<file path="config.mk">
export PLATFORM = sky130hd
export DESIGN_NAME = klein_apb
export DESIGN_NICKNAME = d
export VERILOG_FILES = /design/src/hw/rtl/klein_pkg.sv /design/src/hw/rtl/klein_apb.sv
export SDC_FILE = /design/constraint.sdc
export NUM_CORES = 1
export LEC_CHECK = 0
export CORE_MARGIN = 3
export CORE_UTILIZATION = 53
export CTS_BUF_LIST = sky130_fd_sc_hd__clkbuf_4
export DETAILED_ROUTE_END_ITERATION = 16
export DONT_BUFFER_PORTS = 1
export MAX_ROUTING_LAYER = met4
export PLACE_DENSITY = 0.68
export SYNTH_ARGS = -nofsm -noshare
export SYNTH_HDL_FRONTEND = slang
export SYNTH_SLANG_ARGS = --single-unit
</file>
<file path="constraint.sdc">
create_clock -name i_clk -period 2.2 [get_ports i_clk]
set_clock_uncertainty 0.1 [all_clocks]
set_input_delay 0.44 -clock i_clk [delete_from_list [all_inputs] [get_ports i_clk]]
set_output_delay 0.44 -clock i_clk [all_outputs]
set_load 0.02 [all_outputs]
</file>
<file path="src/hw/rtl/klein_pkg.sv">
// Package with the round constants, types and combinational round functions of the cipher.
`default_nettype none
package klein_pkg;

    localparam int ROUND_COUNT = 12;
    localparam int BLOCK_W     = 64;
    localparam int ROUND_W     = 8;
    localparam int ADDR_W      = 4;

    typedef logic [BLOCK_W-1:0] t_block;
    typedef logic [ROUND_W-1:0] t_round;
    typedef logic [ADDR_W-1:0]  t_addr;

    localparam logic [3:0] SBOX [16] = '{
        4'h7, 4'h4, 4'hA, 4'h9, 4'h1, 4'hF, 4'hB, 4'h0,
        4'hC, 4'h3, 4'h2, 4'h6, 4'h8, 4'hD, 4'hE, 4'h5
    };

    localparam logic ADDR_KEY = 1'b0;

    function automatic logic [7:0] sub_byte(input logic [7:0] b);
        return {SBOX[b[7:4]], SBOX[b[3:0]]};
    endfunction

    function automatic t_block sub_all(input t_block v);
        t_block r;
        for (int k = 0; k < 16; k++) begin
            r[4*k +: 4] = SBOX[v[4*k +: 4]];
        end
        return r;
    endfunction

    function automatic logic [7:0] xtime(input logic [7:0] b);
        return {b[6:0], 1'b0} ^ (b[7] ? 8'h1B : 8'h00);
    endfunction

    function automatic logic [31:0] mix_column(input logic [31:0] c);
        logic [7:0] a0;
        logic [7:0] a1;
        logic [7:0] a2;
        logic [7:0] a3;
        logic [7:0] all_x;
        a0    = c[31:24];
        a1    = c[23:16];
        a2    = c[15:8];
        a3    = c[7:0];
        all_x = a0 ^ a1 ^ a2 ^ a3;
        return {a0 ^ all_x ^ xtime(a0 ^ a1),
                a1 ^ all_x ^ xtime(a1 ^ a2),
                a2 ^ all_x ^ xtime(a2 ^ a3),
                a3 ^ all_x ^ xtime(a3 ^ a0)};
    endfunction

    function automatic t_block round_fn(input t_block s, input t_block k);
        t_block t;
        t = sub_all(s ^ k);
        t = {t[47:0], t[63:48]};
        return {mix_column(t[63:32]), mix_column(t[31:0])};
    endfunction

    function automatic t_block next_key(input t_block k, input t_round rnd);
        return {k[23:16],
                k[15:8],
                k[7:0] ^ rnd,
                k[31:24],
                k[55:48] ^ k[23:16],
                sub_byte(k[47:40] ^ k[15:8]),
                sub_byte(k[39:32] ^ k[7:0]),
                k[63:56] ^ k[31:24]};
    endfunction

endpackage
`default_nettype wire

</file>
<file path="src/hw/rtl/klein_apb.sv">
// Configuration register file holding the master key behind an APB-style port.
`default_nettype none
module klein_apb (
    input  wire                   i_clk,
    input  wire                   i_rst_n,
    input  wire                   psel,
    input  wire                   penable,
    input  wire                   pwrite,
    input  wire  klein_pkg::t_addr paddr,
    input  wire  klein_pkg::t_block pwdata,
    output klein_pkg::t_block     prdata,
    output logic                  pready,
    output klein_pkg::t_block     o_key
);

    klein_pkg::t_block r_key;
    logic              w_write;

    assign pready  = 1'b1;
    assign w_write = psel && penable && pwrite
                     && (paddr[klein_pkg::ADDR_W-1] == klein_pkg::ADDR_KEY);

    always_ff @(posedge i_clk) begin
        if (!i_rst_n) begin
            r_key <= '0;
        end else if (w_write) begin
            r_key <= pwdata;
        end
    end

    always_comb begin
        if (paddr[klein_pkg::ADDR_W-1] == klein_pkg::ADDR_KEY) begin
            prdata = r_key;
        end else begin
            prdata = '0;
        end
    end

    assign o_key = r_key;

endmodule
`default_nettype wire

</file>
==> results_dict.tcl <==
set metrics [dict create \
    clock_sinks 64 \
    postCtsHoldBufs 0 \
    viasPerCell 5.28 \
    finalSetupViolCount 0 \
    layout.nets 408 \
    path_cells "nor2b_1" \
    ctsResizeCount 0 \
    grt_pass1_wl_mm 9.16 \
    syn_area_mm2 0.00304 \
    cts_buffer_depth 2 \
    cts.clk_slew.worst_paths_ps 100 \
    hp-class "in -> reg" \
    final_core_util_pct 57.7 \
    slowest_stage "dfxtp_1" \
    clk_latency_ps 360 \
    drt_pass1_iterations 4 \
    wl_per_cell_um 15.6 \
    ir_worst_vdd_mv 0.394 \
    synth_area_per_cell_um2 8.66 \
    largest_reg_flops 64 \
    power.switching_uw 491 \
    dieArea_mm2 0.00668 \
    n_fill_cell 490 \
    start_util_pct 57.0 \
    overflow 0 \
    maxCapViolations 0 \
    slew_violations 0 \
    root_buffer "clkbuf_4" \
    stdcell_count 410 \
    combPwrFrac_pct 5.4 \
    place_hpwl_mm 4.47 \
    path_class "reg -> out" \
    p_per_area_mw_per_mm2 678 \
    p_leak_uw 0.00110 \
    fmaxAchievable_mhz 548 \
    cts_tree "done" \
    port_buffers 0 \
    num_rows 26 \
    cp_data_arrival_time_ps 1280 \
    cts_inserted_buffers 9 \
    num_antenna_cells 0 \
    status "completed" \
    cp.required_ps 1660 \
    seqPwrFrac_pct 59.3 \
    post_dp_cell_area_mm2 0.00295 \
    worst_slack_ps 376 \
    sw_frac_of_total_pct 23.5 \
    fp.dieH_um 81.7 \
    layout-drive-gt1-share_pct 5.00 \
    rsz0062_at_grt "no" \
    critPathCaptureType "output port" \
    antenna_found_initial 0 \
    setup_tns_ps 0 \
    chipWidth_um 81.7 \
    ys_warn_count 0 \
    preCtsSetupSlack_ps 744 \
    place_inst 394 \
    vias 2164 \
    core_area_mm2 0.00534 \
    crit_buf_inv 0 \
    cp_slowest_stage_delay_ps 490 \
    ant_nets 0 \
    p_int_uw 1600 \
    crit_family "flip-flops" \
    gr-usage-all-layers_pct 18.5 \
    reg2reg_slack_ps 1320 \
    area_growth_pct 1.28 \
    period_share_pct 82.9 \
    io_pins 202 \
    finalWorstPathRequiredPeriod_ps 1820 \
    drc 0 \
    postCtsSetupRepairBufs 0 \
    critical_path.max_fanout 3 \
    fin_area_mm2 0.00308 \
    first_global_vias 1927 \
    gp_congestion 0.698 \
    p_clk_share_pct 35.3 \
    synth_nets 424 \
    ys_seq_elements 64 \
    syn_inst 351 \
    htreeDepth 3 \
    synth_seq_area_share_pct 42.2 \
    hold_viol_final 0 \
    ys_types 12 \
    grt_max_degree 129 \
    drt_iter0_drc 86 \
    wl_mm 6.38 \
    critPathLaunchType "flip-flop" \
]
-- power groups by stage --
stage | sequential (uW) | clock [uW] | combinational [uW]
floorplan | 1260 | 0 | 158
global placement | 1260 | 0 | 111
detailed placement | 1270 | 0 | 115
CTS | 1240 | 770 | 115
global route | 1240 | 832 | 126
finish | 1240 | 737 | 113
-- cells by family after synthesis --
family / Yosys count / share of synthesized area (%)
buffers and inverters: 29 / 7.33
flip-flops: 64 / 42.2
multiplexers: 64 / 21.1
other: 1 / 0.123
AND/OR/NAND/NOR: 193 / 29.3
-- Yosys cell counts, drive strengths merged --
cell	instances	area share, %
and4b	1	0.33
buf	13	5.4
clkbuf	16	2.0
conb	1	0.12
dfxtp	64	42
mux2i	64	21
nand2	128	16
nor2b	64	13
-- path summary, 6_finish.rpt --
check | to | cells past startpoint | start
min | o_key[24] | 2 | pwdata[24]
max | prdata[53] | 1 | o_key[53]
max reg2reg | o_key[22] | 2 | o_key[22]
min reg2reg | o_key[15] | 2 | o_key[15]
-- per-stage QoR --
stage | hold WS (ps) | power (uW)
6_report | 94.9 | 2090
5_1_grt | 49.6 | 2200
4_1_cts | 58.2 | 2120
2_1_floorplan | 439 | 1420
3_3_place_gp | 450 | 1380
3_5_place_dp | 458 | 1380
-- layer usage --
| metal | global-route usage (%) | routed length, um |
|---|---|---|
| met1 | 22.7 | 2590 |
| met2 | 28.6 | 3180 |
| met3 | 4.71 | 585 |
| met4 | 8.47 | 23 |
| met5 | - | 0 |
-- layout by cell type (no fill, tap or decap) --
| cell | n |
|---|---|
| nand2_1 | 128 |
| dfxtp_1 | 64 |
| mux2i_1 | 64 |
| conb_1 | 1 |
| clkbuf_4 | 11 |
| buf_12 | 2 |
| nor2b_1 | 64 |
| clkinv_2 | 2 |
| and4b_4 | 1 |
| clkinv_1 | 2 |
| bufinv_16 | 1 |
-- cell type report --
cell class | instances | area [um2] | share of cell area (%)
flip-flops and latches | 64 | 1280 | 41.6
multi-input cells | 258 | 1540 | 50.0
well taps | 70 | 87.6 | 2.85
clock inverters | 5 | 47.5 | 1.54
repair buffers | 2 | 40.0 | 1.30
clock buffers | 11 | 82.6 | 2.68
Power figures use the tool's default switching activity.
