**src/hw/rtl/klein_pkg.sv**
```systemverilog
// Package with the round constants, types and combinational round functions of the cipher.
`default_nettype none
package klein_pkg;

    localparam int ROUND_COUNT = 12;
    localparam int BLOCK_W     = 64;
    localparam int ROUND_W     = 8;
    localparam int ADDR_W      = 4;

    typedef logic [BLOCK_W-1:0] t_block;
    typedef logic [ROUND_W-1:0] t_round;
    typedef logic [ADDR_W-1:0]  t_addr;

    localparam logic [3:0] SBOX [16] = '{
        4'h7, 4'h4, 4'hA, 4'h9, 4'h1, 4'hF, 4'hB, 4'h0,
        4'hC, 4'h3, 4'h2, 4'h6, 4'h8, 4'hD, 4'hE, 4'h5
    };

    localparam logic ADDR_KEY = 1'b0;

    function automatic logic [7:0] sub_byte(input logic [7:0] b);
        return {SBOX[b[7:4]], SBOX[b[3:0]]};
    endfunction

    function automatic t_block sub_all(input t_block v);
        t_block r;
        for (int k = 0; k < 16; k++) begin
            r[4*k +: 4] = SBOX[v[4*k +: 4]];
        end
        return r;
    endfunction

    function automatic logic [7:0] xtime(input logic [7:0] b);
        return {b[6:0], 1'b0} ^ (b[7] ? 8'h1B : 8'h00);
    endfunction

    function automatic logic [31:0] mix_column(input logic [31:0] c);
        logic [7:0] a0;
        logic [7:0] a1;
        logic [7:0] a2;
        logic [7:0] a3;
        logic [7:0] all_x;
        a0    = c[31:24];
        a1    = c[23:16];
        a2    = c[15:8];
        a3    = c[7:0];
        all_x = a0 ^ a1 ^ a2 ^ a3;
        return {a0 ^ all_x ^ xtime(a0 ^ a1),
                a1 ^ all_x ^ xtime(a1 ^ a2),
                a2 ^ all_x ^ xtime(a2 ^ a3),
                a3 ^ all_x ^ xtime(a3 ^ a0)};
    endfunction

    function automatic t_block round_fn(input t_block s, input t_block k);
        t_block t;
        t = sub_all(s ^ k);
        t = {t[47:0], t[63:48]};
        return {mix_column(t[63:32]), mix_column(t[31:0])};
    endfunction

    function automatic t_block next_key(input t_block k, input t_round rnd);
        return {k[23:16],
                k[15:8],
                k[7:0] ^ rnd,
                k[31:24],
                k[55:48] ^ k[23:16],
                sub_byte(k[47:40] ^ k[15:8]),
                sub_byte(k[39:32] ^ k[7:0]),
                k[63:56] ^ k[31:24]};
    endfunction

endpackage
`default_nettype wire

```
**src/hw/rtl/klein_round.sv**
```systemverilog
// One pipeline stage that performs a full cipher round and the matching key schedule step.
`default_nettype none
module klein_round (
    input  wire                   i_clk,
    input  wire                   i_rst_n,
    input  wire                   i_valid,
    output logic                  o_ready,
    input  wire  klein_pkg::t_block i_state,
    input  wire  klein_pkg::t_block i_key,
    input  wire  klein_pkg::t_round i_round,
    output logic                  o_valid,
    input  wire                   i_ready,
    output klein_pkg::t_block     o_state,
    output klein_pkg::t_block     o_key
);

    logic              r_valid;
    klein_pkg::t_block r_state;
    klein_pkg::t_block r_key;
    klein_pkg::t_block n_state;
    klein_pkg::t_block n_key;

    always_comb begin
        n_state = klein_pkg::round_fn(i_state, i_key);
        n_key   = klein_pkg::next_key(i_key, i_round);
    end

    assign o_ready = !r_valid || i_ready;

    always_ff @(posedge i_clk) begin
        if (!i_rst_n) begin
            r_valid <= 1'b0;
        end else if (o_ready) begin
            r_valid <= i_valid;
        end
    end

    always_ff @(posedge i_clk) begin
        if (o_ready && i_valid) begin
            r_state <= n_state;
            r_key   <= n_key;
        end
    end

    assign o_valid = r_valid;
    assign o_state = r_state;
    assign o_key   = r_key;

endmodule
`default_nettype wire

```
**config.mk**
```make
export PLATFORM = sky130hd
export DESIGN_NAME = klein_round
export DESIGN_NICKNAME = d
export VERILOG_FILES = /design/src/hw/rtl/klein_pkg.sv /design/src/hw/rtl/klein_round.sv
export SDC_FILE = /design/constraint.sdc
export NUM_CORES = 1
export LEC_CHECK = 0
export BUFFER_PORTS_ARGS = -buffer_cell sky130_fd_sc_hd__buf_2
export CAP_MARGIN = 20
export CORE_MARGIN = 4
export CORE_UTILIZATION = 40
export CTS_BUF_LIST = sky130_fd_sc_hd__clkbuf_4
export DETAILED_ROUTE_END_ITERATION = 12
export GPL_ROUTABILITY_DRIVEN = 0
export PLACE_DENSITY = 0.71
export SYNTH_ARGS = -nofsm -noshare
export SYNTH_HDL_FRONTEND = slang
export SYNTH_SLANG_ARGS = --single-unit
```
**constraint.sdc**
```tcl
create_clock -name i_clk -period 6.6 [get_ports i_clk]
set_clock_uncertainty 0.15 [all_clocks]
set_input_delay 0.99 -clock i_clk [delete_from_list [all_inputs] [get_ports i_clk]]
set_output_delay 0.99 -clock i_clk [all_outputs]
set_load 0.05 [all_outputs]
```
==> results.json <==
{
  "grt_usage_pct": 16.6,
  "slew_viol_final": 0,
  "crit_path_top_delay_cell": "xor2_1",
  "drive_gt1_share_pct": 35.3,
  "ctsResizeCount": 0,
  "critPathKind": "in -> reg",
  "insertion_delay_ns": 0.54,
  "overflow": 0,
  "cp.arrival_ns": 3.50,
  "drtPass1Iterations": 4,
  "yosysUniqueCellTypes": 41,
  "die_area_um2": 29000,
  "yosys.area_share.simple_pct": 3.46,
  "post_drt_wl_per_cell_um": 16.8,
  "synth-compound-area-share_pct": 4.90,
  "start_util_pct": 40.5,
  "path_cells": "buf_2 > xor2_1 > inv_1 > ha_1 > mux4_2 > xor2_1 > xnor2_1 > xnor2_1",
  "final_common_cell": "buf_2",
  "postLayoutSetupSlackWorst_ns": 3.31,
  "status": "finished clean",
  "slowest_delay_ns": 0.54,
  "syn2layout_area_growth_pct": 20.1,
  "syn_area_um2": 10500,
  "die_x_um": 170,
  "hold_viol": 0,
  "worstHoldPathType": "reg -> reg",
  "maxCapViolCount": 0,
  "rows": 59,
  "stdcell_area_um2": 12600,
  "crit_required_ns": 6.80,
  "synthAdderAreaFrac_pct": 9.50,
  "drc_errors": 0,
  "grt_setup_unrepaired": "no",
  "grt_pass1_vias": 7044,
  "holdBufCountCts": 0,
  "max_slew.worst_pin.slew_ns": 1.03,
  "fmax_ghz": 0.304,
  "clock_sinks": 129,
  "drtAntennaViolNets": 0,
  "die_h_um": 170,
  "irDropWorstVdd_mv": 0.316,
  "final_cells": 1451,
  "crit_path_start_kind": "input pin",
  "synth_xor_area_share_pct": 32.4,
  "avgSynthCellArea_um2": 12.9,
  "synth_top_cell_by_area": "edfxtp_1",
  "portBuffers": 269,
  "wirelength_mm": 24.4,
  "muxShareOfSynthArea_pct": 10.4,
  "ys_ff_latch": 129,
  "setup_viol": 0,
  "dpl-instance-area_um2": 12300,
  "dp_hpwl_mm": 19.8,
  "cts_root_buf": "clkbuf_4",
  "leakagePower_nw": 5.21,
  "grt_pass1_wl_mm": 37.6,
  "num_vias": 6885,
  "power.density_nw_per_um2": 404,
  "ys_warn_count": 0,
  "cts_max_path_buffers": 2,
  "drt-initial-drc-count": 330,
  "postCtsSetupBuffers": 0,
  "num_io_pins": 270,
  "synth_cells": 814,
  "tns_ns": 0,
  "ys_seq_area_share_pct": 36.7,
  "nets": 1321,
  "cts_tree": "yes",
  "crit_path_max_fanout": 5,
  "h-tree-depth": 4,
  "final_cell_mix": "buf_2 (269), xnor2_1 (180), edfxtp_1 (128), xor2_1 (122), ha_1 (80)",
  "grt_max_degree": 72,
  "numCtsBuffers": 17,
  "pre_cts_ws_ns": 2.73,
  "final_core_util_pct": 48.7,
  "vias_per_cell": 4.75,
  "fillers": 2368,
  "synth_nets": 1034,
  "antenna_found_initial": 1,
  "relSlewSlack_pct": 31.1,
  "netlist.area_leader.share_pct": 36.5,
  "place_inst": 1417,
  "post-route-period-util_pct": 49.9,
  "core_area_um2": 26000,
  "post-route-min-period_ns": 3.29,
  "synth_top_family_by_area": "XOR/XNOR gates",
  "crit_path_end_kind": "flip-flop",
  "netlist_top_cells_area": "edfxtp_1 (36%), xnor2_1 (15%), xor2_1 (10%)",
  "clkSlewWorstSetupHoldPaths_ns": 0.13
}
## sequential cells by signal, summed over array words and instances, names as in the netlist
register / count
o_key: 64
o_state: 64
o_valid: 1
## layout make-up
type                            instances  area, µm²  area share [%]
Antenna cell                            2       5.00          0.0396
Clock buffer                           17        128            1.01
Clock inverter                         15        215            1.70
Inverter                               72        270            2.14
Multi-Input combinational cell        611       6390            50.5
Sequential cell                       129       3860            30.5
Tap cell                              335        419            3.31
Timing Repair Buffer                  270       1350            10.7
## path summary, 6_finish.rpt
path	from	to	slack, ns	cells after the start
worst min-delay path	o_valid$_SDFFE_PN0N_	o_valid$_SDFFE_PN0N_	0.40	2
worst max register to register	o_valid$_SDFFE_PN0N_	o_key[22]$_DFFE_PP_	4.06	3
worst max-delay path	i_key[28]	o_state[55]$_DFFE_PP_	3.31	8
worst min register to register	o_valid$_SDFFE_PN0N_	o_valid$_SDFFE_PN0N_	0.40	2
## cell families after synthesis
family,count (synthesis)
adder cells (fa/ha/maj),80
flip-flops,129
AND/OR/NAND/NOR,74
AO/OA/AOI/OAI,64
buffers and inverters,74
multiplexers,48
XOR/XNOR,345
## synth_stat cells, drive strengths merged
cell type / instances
nor3: 24
dfxtp: 1
nor2: 16
a2bb2oi: 1
nor4: 1
inv: 72
xor2: 141
nand2b: 1
nand3: 1
mux4: 46
nand2: 17
xnor2: 202
ha: 80
edfxtp: 128
a21o: 1
nor4b: 1
a21boi: 1
a31oi: 8
a21oi: 11
nor2b: 1
and3: 1
a311oi: 1
mux2i: 2
nor3b: 10
xnor3: 2
a211oi: 19
and2: 1
a221oi: 1
buf: 2
a221o: 3
o21ai: 18
## through the flow
stage | hold slack (ns) | total power, mW
6_report | 0.401 | 5.11
2_1_floorplan | 0.939 | 3.86
3_3_place_gp | 0.360 | 4.45
4_1_cts | 0.411 | 5.16
5_1_grt | 0.455 | 5.41
3_5_place_dp | 0.392 | 4.48
## metal layers
layer	share of wire, %	wire (µm)	track usage [%]
met2	50	12200	29.0
met1	43	10600	20.9
met3	5.1	1250	3.37
met5	0	0	0
met4	1.4	344	4.34
## critical path, delay by kind of cell
kind,cells,cell delay [ns]
XOR/XNOR,4,1.41
multiplexers,1,0.54
buffers and inverters,2,0.31
adder cells (fa/ha/maj),1,0.24
## power by group
group	leakage, nW	switching, mW	internal [mW]	total (mW)
sequential	1.25	0.0666	1.33	1.39
clock	0.181	0.329	0.337	0.665
combinational	3.78	1.96	1.09	3.05
total	5.21	2.36	2.76	5.11
(Power assumes the default switching activity.)
